==> src/design/lsp_ram.sv <==
module lsp_ram #(
   parameter int WIDTH = 24,
   parameter int DEPTH = 8
) (
   input  logic                     clock,
   input  logic                     wr_en,
   input  logic [$clog2(DEPTH)-1:0] wr_addr,
   input  logic [WIDTH-1:0]         wr_data,
   input  logic                     rd_en,
   input  logic [$clog2(DEPTH)-1:0] rd_addr_a,
   input  logic [$clog2(DEPTH)-1:0] rd_addr_b,
   output logic [WIDTH-1:0]         rd_data_a,
   output logic [WIDTH-1:0]         rd_data_b
);

   logic [WIDTH-1:0] mem_ff [DEPTH];

   // One write port, two registered read ports.
   always_ff @(posedge clock) begin
      if (wr_en) begin
         mem_ff[wr_addr] <= wr_data;
      end
      if (rd_en) begin
         rd_data_a <= mem_ff[rd_addr_a];
         rd_data_b <= mem_ff[rd_addr_b];
      end
   end

endmodule

==> config.mk <==
export PLATFORM = sky130hd
export DESIGN_NAME = lsp_ram
export DESIGN_NICKNAME = d
export VERILOG_FILES = /design/src/design/lsp_ram.sv
export SDC_FILE = /design/constraint.sdc
export NUM_CORES = 1
export LEC_CHECK = 0
export BUFFER_PORTS_ARGS = -buffer_cell sky130_fd_sc_hd__buf_2
export CAP_MARGIN = 20
export CORE_ASPECT_RATIO = 1.1
export CORE_MARGIN = 2
export CORE_UTILIZATION = 55
export DETAILED_ROUTE_END_ITERATION = 16
export PLACE_DENSITY = 0.84
export RECOVER_POWER = 50
export REMOVE_ABC_BUFFERS = 1
export SETUP_SLACK_MARGIN = 0.2
export SYNTH_ARGS = -nofsm -noshare
export SYNTH_HDL_FRONTEND = slang
export SYNTH_SLANG_ARGS = --single-unit
==> constraint.sdc <==
create_clock -name clock -period 7.7 [get_ports clock]
set_input_delay 0.385 -clock clock [delete_from_list [all_inputs] [get_ports clock]]
set_output_delay 0.385 -clock clock [all_outputs]
set_load 0.02 [all_outputs]
Yosys cells after proc, flatten, opt, wreduce, memory -nomap -nowiden:

Memories as Yosys holds them, arrays and structs flattened. A register that Yosys moved wholly into a read port is not among the register bits.
Cells that the tools add are included.
Widths: inputs -> output; s select.

* memories: 1
* word-level logic and storage cells: 3
* input bits: 36
* RAM bits: 192
* register bits: 0

* muxes and demuxes: 2

Memories
* mem_ff: words 8, bits a word 24, read ports 2, clocked after memory_dff 2, write ports 1, RTL line 16 `logic [WIDTH-1:0] mem_ff [DEPTH];`

Operator list (number)
* $mux 1: 2

Logic depth before layout (Yosys ltp):

* depth in word-level cells: 2
* gate-level depth with buffers: 4
* mapped depth without buffers: 2

Worst setup path after synthesis:

No wires, ideal clock.

* path kind: input -> register
* start point: input wr_addr[2]
* end point: memory mem_ff[0][0], enable pin
* stages: 2
* required time: 7265 ps
* arrival: 2234 ps
* buffers on the path: 0
* setup slack: 5030 ps
* library setup time: 435 ps
* cell sequence: nand2b_1 -> nor3_1

RTL lines
* start, declared: RTL line 7 `input logic [$clog2(DEPTH)-1:0] wr_addr,`
* end, declared: RTL line 16

Straight into the memory's write port.

Final worst setup path:

* start point: input rd_en
* end point: register rd_data_a[1] (read register of mem_ff), enable pin

RTL lines
* start, declared: RTL line 9 `input logic rd_en,`
* end, declared: RTL line 12 `output logic [WIDTH-1:0] rd_data_a,`

No word-level cell between the ends.

==> flow_summary_export.csv <==
group,metric,value,unit
run_status,status,"finished with violations",
run_status,violations,"capacitance limit, slew limit",
sta,fin_crit_sh,33.9,%
critical_path,crit_buf_inv,2,
drt,drt_pre_antenna_iters,6,
sta,worst_pin_slew,3.08,ns
grt,use_met2,38.2,%
placed_design,io_buffer_count,83,
critical_path,crit_chain,"buf_2 > clkbuf_1",
synthesis,synth.most_common_cell,"edfxtp_1",
sta,slew_headroom,-105,%
cells_and_area,regArea,7210,sq um
drt,drc_errors,0,
sta,fmax,0.383,GHz
clocking,cts_max_level,1,
clocking,root_buffer,"clkbuf_16",
clocking,hold_buffers,0,
floorplan,core,18300,sq um
floorplan,die_h,147,microns
critical_path,crit_path_start_kind,"input port",
sta,hold_viol_final,0,
placed_design,place_hpwl,10700,microns
clocking,clock_latency,0.50,ns
floorplan,pin_count,84,
pwr,switching_share,21.3,%
pwr,internal-power,2.16,mW
floorplan,die_area,19800,sq um
critical_path,max_stage_delay,2.17,ns
grt,grt_usage,21.5,%
grt,antenna_found_initial,0,
sta,rsz0062_at_grt,"no",
clocking,cts_made_buffers,22,
synthesis,async_flop_share,0,%
sta,slew_viol_final,74,
critical_path,crit_type,"input port to flop",
drt,routed_wl,20400,microns
clocking,clock_sinks,240,
critical_path,cp_top_family,"buffers and inverters",
synthesis,synth_top_area_share,70.0,%
grt,grt_pass1_vias,5265,
clocking,cts_max_path_buffers,3,
synthesis,yosys.cell_types.count,14,
grt,grt_pass1_wl,31000,microns
pwr,pwr-share-comb,8.8,%
grt,busiest_layer,"met2",
sta,setup_tns,0,ns
synthesis,synth-main-ff-cell,"edfxtp_1",
critical_path,cp_slowest_cell,"clkbuf_1",
drt,dr_total_vias,4729,
clocking,path_clk_slew,0.06,ns
sta,min_period,2.61,ns
critical_path,endpoint_kind,"flop",
critical_path,crit_required,7.75,ns
pwr,leakage,3.77,nW
hold_path,hold_path_class,"input port to flop",
sta,clock_skew,0.00749,ns
grt,grt_overflow,0,
clocking,cts_resized,0,
cells_and_area,num-fill-cells,1233,
synthesis,ys_ff_latch,240,
run,maxCapViolations,2,
grt,grt_util_met3,3.94,%
drt,ant_nets,0,
critical_path,worst-path-max-fanout,48,
synthesis,avgSynthCellArea,24.3,sq um
synthesis,yosysTopAreaCell,"edfxtp_1",
cells_and_area,final_nets,545,
critical_path,arrival,2.66,ns
critical_path,reg2reg_depth,2,
pwr,power.density,239,nW/um^2
synthesis,ys_warn_count,0,
critical_path,rrSetupSlack,6.18,ns
synthesis,ys_seq_area_share,70.0,%
drt,routedWlPerCell,26.6,microns
floorplan,num_rows,52,
hold_path,hold_path_end,"mem_ff[6][23]$_DFFE_PP_",
clocking,cts_setup_buffers,0,
pwr,vdd_drop_max,0.000140,V
hold_path,hold_path_startpoint,"wr_data[23]",
sta,whs,0.233,ns
pwr,pwr-share-seq,55.6,%
sta,setup_viol,0,
floorplan,dieWidth,134,microns
synthesis,synth-edff-count,240,
pwr,clockPowerShare,35.6,%
cells_and_area,drive_above_1_share,45.7,%
cells_and_area,multi_input_area,2940,sq um
grt,gr-usage-met1,26.2,%
critical_path,rr_startpoint,"mem_ff[2][6]$_DFFE_PP_",
drt,initialDrtViolationCount,456,
synthesis,synth_cells,423,
critical_path,worstReg2RegEnd,"rd_data_a[6]$_DFFE_PP_",
drt,viasPerCell,6.18,
pwr,power.switching,0.586,mW
grt,grt_max_degree,49,
clocking,cts_tree,"done",
floorplan,start_util,56.1,%
placed_design,gp_congestion,0.723,
synthesis,synth_commonest_cells,"240 x edfxtp_1, 94 x mux4_2, 32 x mux2_4, 16 x mux2_2, 14 x buf_2",
hold_path,whs_path_depth,1,
synthesis,synth_area_leaders,"edfxtp_1 70%, mux4_2 21%, mux2_4 4.7%, mux2_2 1.8%, buf_12 0.78%",
synthesis,synth_area,10300,sq um
cells_and_area,synthToLayoutAreaGrowth,11.8,%
logic make-up (layout without fill, tap and decap cells):
group / count (synthesis) / after routing / share of synthesized area [%]
flops: 240 / 240 / 70.0
simple gates: 13 / 13 / 0.571
buf+inv: 26 / 124 / 1.90
other cells: 0 / 1 / 0
mux: 144 / 144 / 27.5
worst max-delay path by stage:
stage | startpoint | endpoint | slack [ns] | depth (start not counted)
4_1_cts | rd_addr_a[0] | rd_data_a[5]$_DFFE_PP_ | 5.84 | 3
5_1_grt | rd_en | rd_data_b[3]$_DFFE_PP_ | 4.85 | 2
3_3_place_gp | rd_addr_a[0] | rd_data_a[23]$_DFFE_PP_ | 5.35 | 3
6_report | rd_en | rd_data_a[1]$_DFFE_PP_ | 5.09 | 2
2_1_floorplan | wr_addr[2] | mem_ff[0][0]$_DFFE_PP_ | 5.03 | 2
3_5_place_dp | rd_addr_a[0] | rd_data_a[23]$_DFFE_PP_ | 5.31 | 3
per-stage QoR:
step	utilization, %	instances	total power [mW]	setup WS [ns]	cell area, sq um
6_report	62.7	765	2.75	5.09	11500
5_1_grt	62.7	764	2.82	4.85	11500
4_1_cts	62.9	764	2.77	5.84	11500
3_5_place_dp	59.5	728	1.80	5.31	10900
3_3_place_gp	59.5	728	1.78	5.35	10900
2_1_floorplan	-	397	1.69	5.03	10100
worst register-to-register path, stage by stage, from the launching register on:
cell	delay, ns
edfxtp_1	0.45
mux4_2	0.53
mux2_2	0.29
registers in the layout, summed over array words and instances (netlist names):
register,count
rd_data_a,24
mem_ff,192
rd_data_b,24
placed cells by master (no fill, tap or decap), types with 2 or more instances in the layout:
| cell type | instances |
|---|---|
| buf_2 | 56 |
| buf_4 | 5 |
| clkbuf_1 | 32 |
| clkbuf_16 | 23 |
| clkinv_1 | 3 |
| clkinv_2 | 5 |
| edfxtp_1 | 240 |
| mux2_2 | 16 |
| mux2_4 | 32 |
| mux4_1 | 2 |
| mux4_2 | 94 |
| nand2_1 | 2 |
| nand2b_1 | 3 |
| nor2_4 | 6 |
area by class of cell:
type	count	area share, %
flip-flops and latches	240	62.7
clock buffers	28	5.17
well taps	243	2.64
clock inverters	8	0.315
multi-input cells	157	25.6
repair buffers	88	3.64
diodes	1	0.0218
routing by layer:
layer / vias to the layer above / share of wire, %
li1: 2022 / -
met3: 45 / 8.1
met5: - / 0
met1: 2448 / 34
met4: 0 / 2.9
met2: 214 / 55
power groups by stage:
stage	Combinational [mW]	Sequential, mW	Clock, mW
finish	0.242	1.53	0.978
global route	0.259	1.53	1.03
CTS	0.248	1.53	0.991
detailed placement	0.245	1.55	0
global placement	0.238	1.55	0
floorplan	0.116	1.57	0
No activity file was read; power rests on OpenSTA's default activity.
