**config.mk**
```make
export PLATFORM = sky130hd
export DESIGN_NAME = lsp_div_pipe
export DESIGN_NICKNAME = d
export VERILOG_FILES = /design/src/design/lsp_div_pipe.sv
export SDC_FILE = /design/constraint.sdc
export NUM_CORES = 2
export LEC_CHECK = 0
export BUFFER_PORTS_ARGS = -buffer_cell sky130_fd_sc_hd__buf_2
export CAP_MARGIN = 20
export CORE_MARGIN = 2
export CORE_UTILIZATION = 50
export CTS_BUF_LIST = sky130_fd_sc_hd__clkbuf_8
export CTS_CLUSTER_DIAMETER = 150
export CTS_CLUSTER_SIZE = 14
export DETAILED_ROUTE_END_ITERATION = 12
export PLACE_DENSITY = 0.62
export SYNTH_ARGS = -nofsm -noshare
export SYNTH_HDL_FRONTEND = slang
export SYNTH_SLANG_ARGS = --single-unit
export TNS_END_PERCENT = 5
```
**constraint.sdc**
```tcl
create_clock -name clock -period 4.3 [get_ports clock]
set_input_delay 0.215 -clock clock [delete_from_list [all_inputs] [get_ports clock]]
set_output_delay 0.215 -clock clock [all_outputs]
set_load 0.05 [all_outputs]
```
**src/design/lsp_div_pipe.sv**
```systemverilog
module lsp_div_pipe #(
   parameter int NUM_W = 32,
   parameter int DEN_W = 20,
   parameter int Q_W = 32,
   parameter int SIDE_W = 1
) (
   input  logic              clock,
   input  logic              reset,
   input  logic              en,
   input  logic              in_valid,
   input  logic [NUM_W-1:0]  num,
   input  logic [DEN_W-1:0]  den,
   input  logic [SIDE_W-1:0] side_in,
   output logic              out_valid,
   output logic [Q_W-1:0]    quo,
   output logic [DEN_W-1:0]  rem,
   output logic [SIDE_W-1:0] side_out
);

   // Restoring divider, one quotient bit per stage. The bits of num above
   // the quotient width must be below den.
   logic [Q_W-1:0]    valid_ff;
   logic [DEN_W-1:0]  rem_ff [Q_W];
   logic [DEN_W-1:0]  rem_in [Q_W];
   logic [Q_W-1:0]    low_ff [Q_W];
   logic [Q_W-1:0]    low_in [Q_W];
   logic [Q_W-1:0]    quo_ff [Q_W];
   logic [Q_W-1:0]    quo_in [Q_W];
   logic [DEN_W-1:0]  den_ff [Q_W];
   logic [SIDE_W-1:0] side_ff [Q_W];

   // Trial subtraction of every stage.
   always_comb begin
      logic [DEN_W-1:0] r_prev;
      logic [Q_W-1:0]   l_prev;
      logic [Q_W-1:0]   q_prev;
      logic [DEN_W-1:0] d_prev;
      logic [DEN_W:0]   trial;
      logic             bit_q;
      for (int s = 0; s < Q_W; s++) begin
         if (s == 0) begin
            r_prev = DEN_W'(num >> Q_W);
            l_prev = num[Q_W-1:0];
            q_prev = '0;
            d_prev = den;
         end else begin
            r_prev = rem_ff[s-1];
            l_prev = low_ff[s-1];
            q_prev = quo_ff[s-1];
            d_prev = den_ff[s-1];
         end
         trial = {r_prev, l_prev[Q_W-1]};
         bit_q = (trial >= {1'b0, d_prev});
         if (bit_q) begin
            rem_in[s] = DEN_W'(trial - {1'b0, d_prev});
         end else begin
            rem_in[s] = trial[DEN_W-1:0];
         end
         low_in[s] = l_prev << 1;
         quo_in[s] = Q_W'({q_prev, bit_q});
      end
   end

   // Valid bits travel with the data.
   always_ff @(posedge clock) begin
      if (reset) begin
         valid_ff <= '0;
      end else if (en) begin
         valid_ff <= Q_W'({valid_ff, in_valid});
      end
   end

   // Stage payload.
   always_ff @(posedge clock) begin
      if (en) begin
         for (int s = 0; s < Q_W; s++) begin
            rem_ff[s] <= rem_in[s];
            low_ff[s] <= low_in[s];
            quo_ff[s] <= quo_in[s];
            if (s == 0) begin
               den_ff[s]  <= den;
               side_ff[s] <= side_in;
            end else begin
               den_ff[s]  <= den_ff[s-1];
               side_ff[s] <= side_ff[s-1];
            end
         end
      end
   end

   assign out_valid = valid_ff[Q_W-1];
   assign quo = quo_ff[Q_W-1];
   assign rem = rem_ff[Q_W-1];
   assign side_out = side_ff[Q_W-1];

endmodule

```
# ---- After elaboration in Yosys (flattened, before gate mapping)
# Memories as Yosys holds them, arrays and structs flattened.
# Cells that the tools add are included.
dict set report classes {
  muxes 34
  n_lt_le_gt_ge 32
  add_sub_neg 32
}
# op count
set op_table {}
lappend op_table {{21-bit by 20-bit >= comparator with 1-bit output} 31}
lappend op_table {{20-bit two-way mux} 32}
lappend op_table {{20-bit subtractor} 31}
lappend op_table {{1-bit by 20-bit >= comparator with 1-bit output} 1}
lappend op_table {{1-bit by 20-bit subtractor with 20-bit output} 1}
lappend op_table {{1-bit two-way mux} 2}
dict set report word_totals {
  out_inout_bits 54
  wordCells 104
  inputBits 57
  memories 5
  mem_bits_rw 3328
  register_bits 32
}
# name depth width rd rd_ports_with_merged_regs wr line
set mem_list {}
lappend mem_list {quo_ff 32 32 32 0 32 27} ;# logic [Q_W-1:0] quo_ff [Q_W];
lappend mem_list {low_ff 32 31 31 0 32 25} ;# logic [Q_W-1:0] low_ff [Q_W];
lappend mem_list {den_ff 32 20 31 0 32 29} ;# logic [DEN_W-1:0] den_ff [Q_W];
lappend mem_list {rem_ff 32 20 32 0 32 23} ;# logic [DEN_W-1:0] rem_ff [Q_W];
lappend mem_list {side_ff 32 1 32 0 32 30} ;# logic [SIDE_W-1:0] side_ff [Q_W];

# ---- Longest topological paths before layout
# An unclocked memory read counts as a cell.
dict set report depth {
  depth_word 3
  mapped_depth 13
  ltp_nobuf 12
}

# ---- Worst setup path before layout
# OpenSTA, ideal clock, no wires.
dict set report synth_path {
  path_type {register to register}
  from {memory den_ff[10][1], in the netlist den_ff[2][41]}
  to {memory rem_ff[11][15], in the netlist rem_ff[0][235] (data pin)}
  t_required_ns 4.040
  arrival_ns 2.971
  path_stages_with_launch 13
  setup_time_ns 0.260
  setup_slack_ns 1.070
  period_less_slack_ns 3.230
  path_cell_list {edfxtp_1 -> inv_1 -> ha_1 -> nor2b_1 -> o31ai_4 -> a31oi_1 -> o41a_1 -> a221o_1 -> a31oi_2 -> a21oi_1 -> o32ai_2 -> buf_4 -> mux2_2}
}
# item line
set synth_lines {}
lappend synth_lines {{start: declaration} 29}
lappend synth_lines {{end: declaration} 23}

==> impl_metrics.csv <==
group,metric,value,unit
outcome,status,"complete, no violations",
synthesis,synthCells,8192,
cts,clk_pin_slew,0.09,ns
floorplanning,dieWidth,473,um
synthesis,synthArstFlopShare,0,%
detailed_routing,totalWireLength,209000,um
critical_path,cp-end-kind,"flip-flop",
cts,cts_buffers,185,
floorplanning,ios,111,
synthesis,synthesis.area,110000,um^2
detailed_routing,vias,62803,
detailed_routing,drt-initial-drc-count,5072,
synthesis,synth_ff_type,"edfxtp_1",
global_routing,grt.overflow.total,0,
critical_path,reg2reg_depth,12,
placement,port_buffers,110,
cts,root_buffer,"clkbuf_8",
placement,place_hpwl,148000,um
power,vdd_drop_max,0.354,mV
detailed_routing,dr.pass1.iters,6,
power,p_per_area,669,nW/um^2
cts,ctsResizeCount,0,
critical_path,worstPathCellList,"inv_1, ha_1, nor2b_1, o21ai_0, a21o_1, a21oi_1, a21o_1, a221o_1, a221oi_1, o21a_1, buf_4, mux2_2",
synthesis,yosys_warnings,0,
sta,finalSetupTns,0,ns
critical_path,crit_required,5.01,ns
worst_hold_path,min_path_cells,4,
finish,drive_gt1_share,9.77,%
detailed_routing,via_per_inst,5.49,
sta,slew_violations,0,
placement,place_congestion,0.873,
sta,fin_crit,4.05,ns
global_routing,antenna_found_initial,2,
global_routing,track_usage,18.5,%
synthesis,syn_nets,8902,
critical_path,cpPeakStageDelay,0.61,ns
synthesis,netlist-cell-type-count,95,
critical_path,critPathSlowestCell,"edfxtp_1",
global_routing,grt_pass1_wl,332000,um
synthesis,synth_seq_area_share,63.8,%
sta,min_period_over_period,94.2,%
floorplanning,start_util,50.2,%
worst_hold_path,hold_class,"primary input to flip-flop",
sta,finalSetupViolations,0,
synthesis,synth_edf_count,2316,
sta,tightest_slew,1.05,ns
floorplanning,num_rows,172,
sta,skew,0.0476,ns
floorplanning,die-area,224000,um^2
finish,fin_nets,9232,
finish,fin_area,118000,um^2
sta,hold_viol_final,0,
cts,cts.path.max_buffers,3,
finish,syn_to_final_growth,7.58,%
critical_path,path_max_fanout,20,
detailed_routing,drc,0,
sta,fmax,0.247,GHz
sta,relSlewSlack,29.7,%
finish,final_common_cell,"edfxtp_1",
critical_path,start_kind,"flip-flop",
finish,final_cell_mix,"edfxtp_1, inv_1, ha_1",
critical_path,critPathArrivalTime,4.76,ns
synthesis,avgSynthCellArea,13.4,um^2
cts,cts.sinks,2348,
run,cap_violations,0,
floorplanning,fp.dieH,473,um
cts,clk_latency,0.98,ns
detailed_routing,postRouteAntennaNets,0,
power,leakage,45.9,nW
global_routing,grt_pass1_vias,61757,
detailed_routing,wl_per_cell,18.3,um
global_routing,grt_max_degree,131,
critical_path,crit_top_cell,"a21o_1",
placement,dpl-instance-area,114000,um^2
floorplanning,core,219000,um^2
synthesis,postSynthRegisterBits,2348,
critical_path,critical_path_class,"flip-flop to flip-flop",
sta,rsz0062_at_grt,"no",
cts,cts-htree-levels,4,
cts,cts_tree,"yes",
[layer usage]
layer / wire length, um / share of wire (%) / GRT usage, %
met1: 98500 / 47 / 26.1
met2: 97700 / 47 / 30.1
met3: 8120 / 3.9 / 2.38
met4: 5130 / 2.4 / 5.29
met5: 0 / 0 / 0
[stage by stage]
step | worst slack (ns) | utilization (%) | hold slack (ns) | cells | power (mW)
2_1_floorplan | 1.07 | - | 0.287 | 8192 | 60.0
3_3_place_gp | 0.358 | 52.2 | 0.392 | 11094 | 67.6
3_5_place_dp | 0.309 | 52.2 | 0.393 | 11094 | 68.3
4_1_cts | 0.231 | 54.0 | 0.00819 | 11426 | 79.7
5_1_grt | 0.0777 | 54.0 | 0.0979 | 11430 | 84.8
6_report | 0.249 | 54.0 | 0.124 | 11431 | 79.2
[repair_timing]
action                    in CTS  in global routing
hold buffers                 110                  0
hold endpoints to repair     380                  0
setup buffers                  0                  0
[final cells by class]
class / instances / area [um^2]
Fill cell: 17988 / 101000
Inverter: 823 / 3090
Tap cell: 2871 / 3590
Antenna cell: 3 / 7.51
Multi-Input combinational cell: 4828 / 35900
Timing Repair Buffer: 336 / 2830
Sequential cell: 2348 / 70200
Clock inverter: 36 / 236
Clock buffer: 186 / 2560
[Yosys cell counts, drive strengths merged (12+ instances only)]
cell type	n	area [um^2]
a2111oi	18	170
a211o	26	228
a211oi	58	435
a21boi	33	248
a21o	196	1470
a21oi	478	2400
a311oi	14	123
a31oi	77	526
a41oi	13	114
and2	22	138
and3	43	269
buf	101	651
clkbuf	92	345
dfxtp	32	641
edfxtp	2316	69500
fa	31	621
ha	622	7780
inv	823	3090
mux2	350	4010
mux2i	94	941
nand2	404	1520
nand2b	62	388
nand3	127	636
nand3b	13	97.6
nand4	70	438
nor2	522	1960
nor2b	93	589
nor3	98	490
nor3b	14	105
nor4	23	144
o211ai	26	195
o21a	105	788
o21ai	361	1810
o21bai	46	345
o22ai	14	87.6
o311ai	12	105
o31a	28	245
o31ai	65	532
o41ai	21	191
or2	22	138
or3	39	244
xnor2	288	2520
xor2	170	1490
[registers in the layout (all words and copies together), names as in the netlist]
name / cells
rem_ff: 640
low_ff: 496
quo_ff: 528
valid_ff: 32
den_ff: 620
side_ff: 32
[kinds of logic (layout without fill, tap and decap cells)]
family	Yosys count	after routing	synth area share [%]
DFF	2348	2348	63.8
AOI/OAI and AO/OA	1682	1682	9.90
and+or+nand+nor	1591	1591	6.81
buffers and inverters	1016	1381	3.71
adders and majority gates	653	653	7.64
xor gates and xnor gates	458	458	3.65
muxes	444	444	4.50
other	0	3	0
[critical path, delay by kind of cell, from the launching register on]
| kind | cells | cell delay (ns) |
|---|---|---|
| AOI/OAI and AO/OA | 7 | 1.90 |
| muxes | 1 | 0.40 |
| buffers and inverters | 2 | 0.39 |
| DFF | 1 | 0.61 |
| adders and majority gates | 1 | 0.30 |
| and+or+nand+nor | 1 | 0.13 |
[worst paths after layout]
kind                  start              to  slack (ns)
max           den_ff[5][41]  rem_ff[1][152]        0.25
min                 num[31]    rem_ff[0][0]        0.12
max reg2reg   den_ff[5][41]  rem_ff[1][152]        0.25
min reg2reg  quo_ff[1][137]  quo_ff[1][170]        0.39
[power breakdown]
| part | internal, mW | total, mW | switching (mW) |
|---|---|---|---|
| logic | 15.5 | 34.0 | 18.6 |
| registers | 31.7 | 34.2 | 2.57 |
| clock network | 4.00 | 11.0 | 6.95 |
| total | 51.2 | 79.2 | 28.1 |
Power figures use the tool's default switching activity.
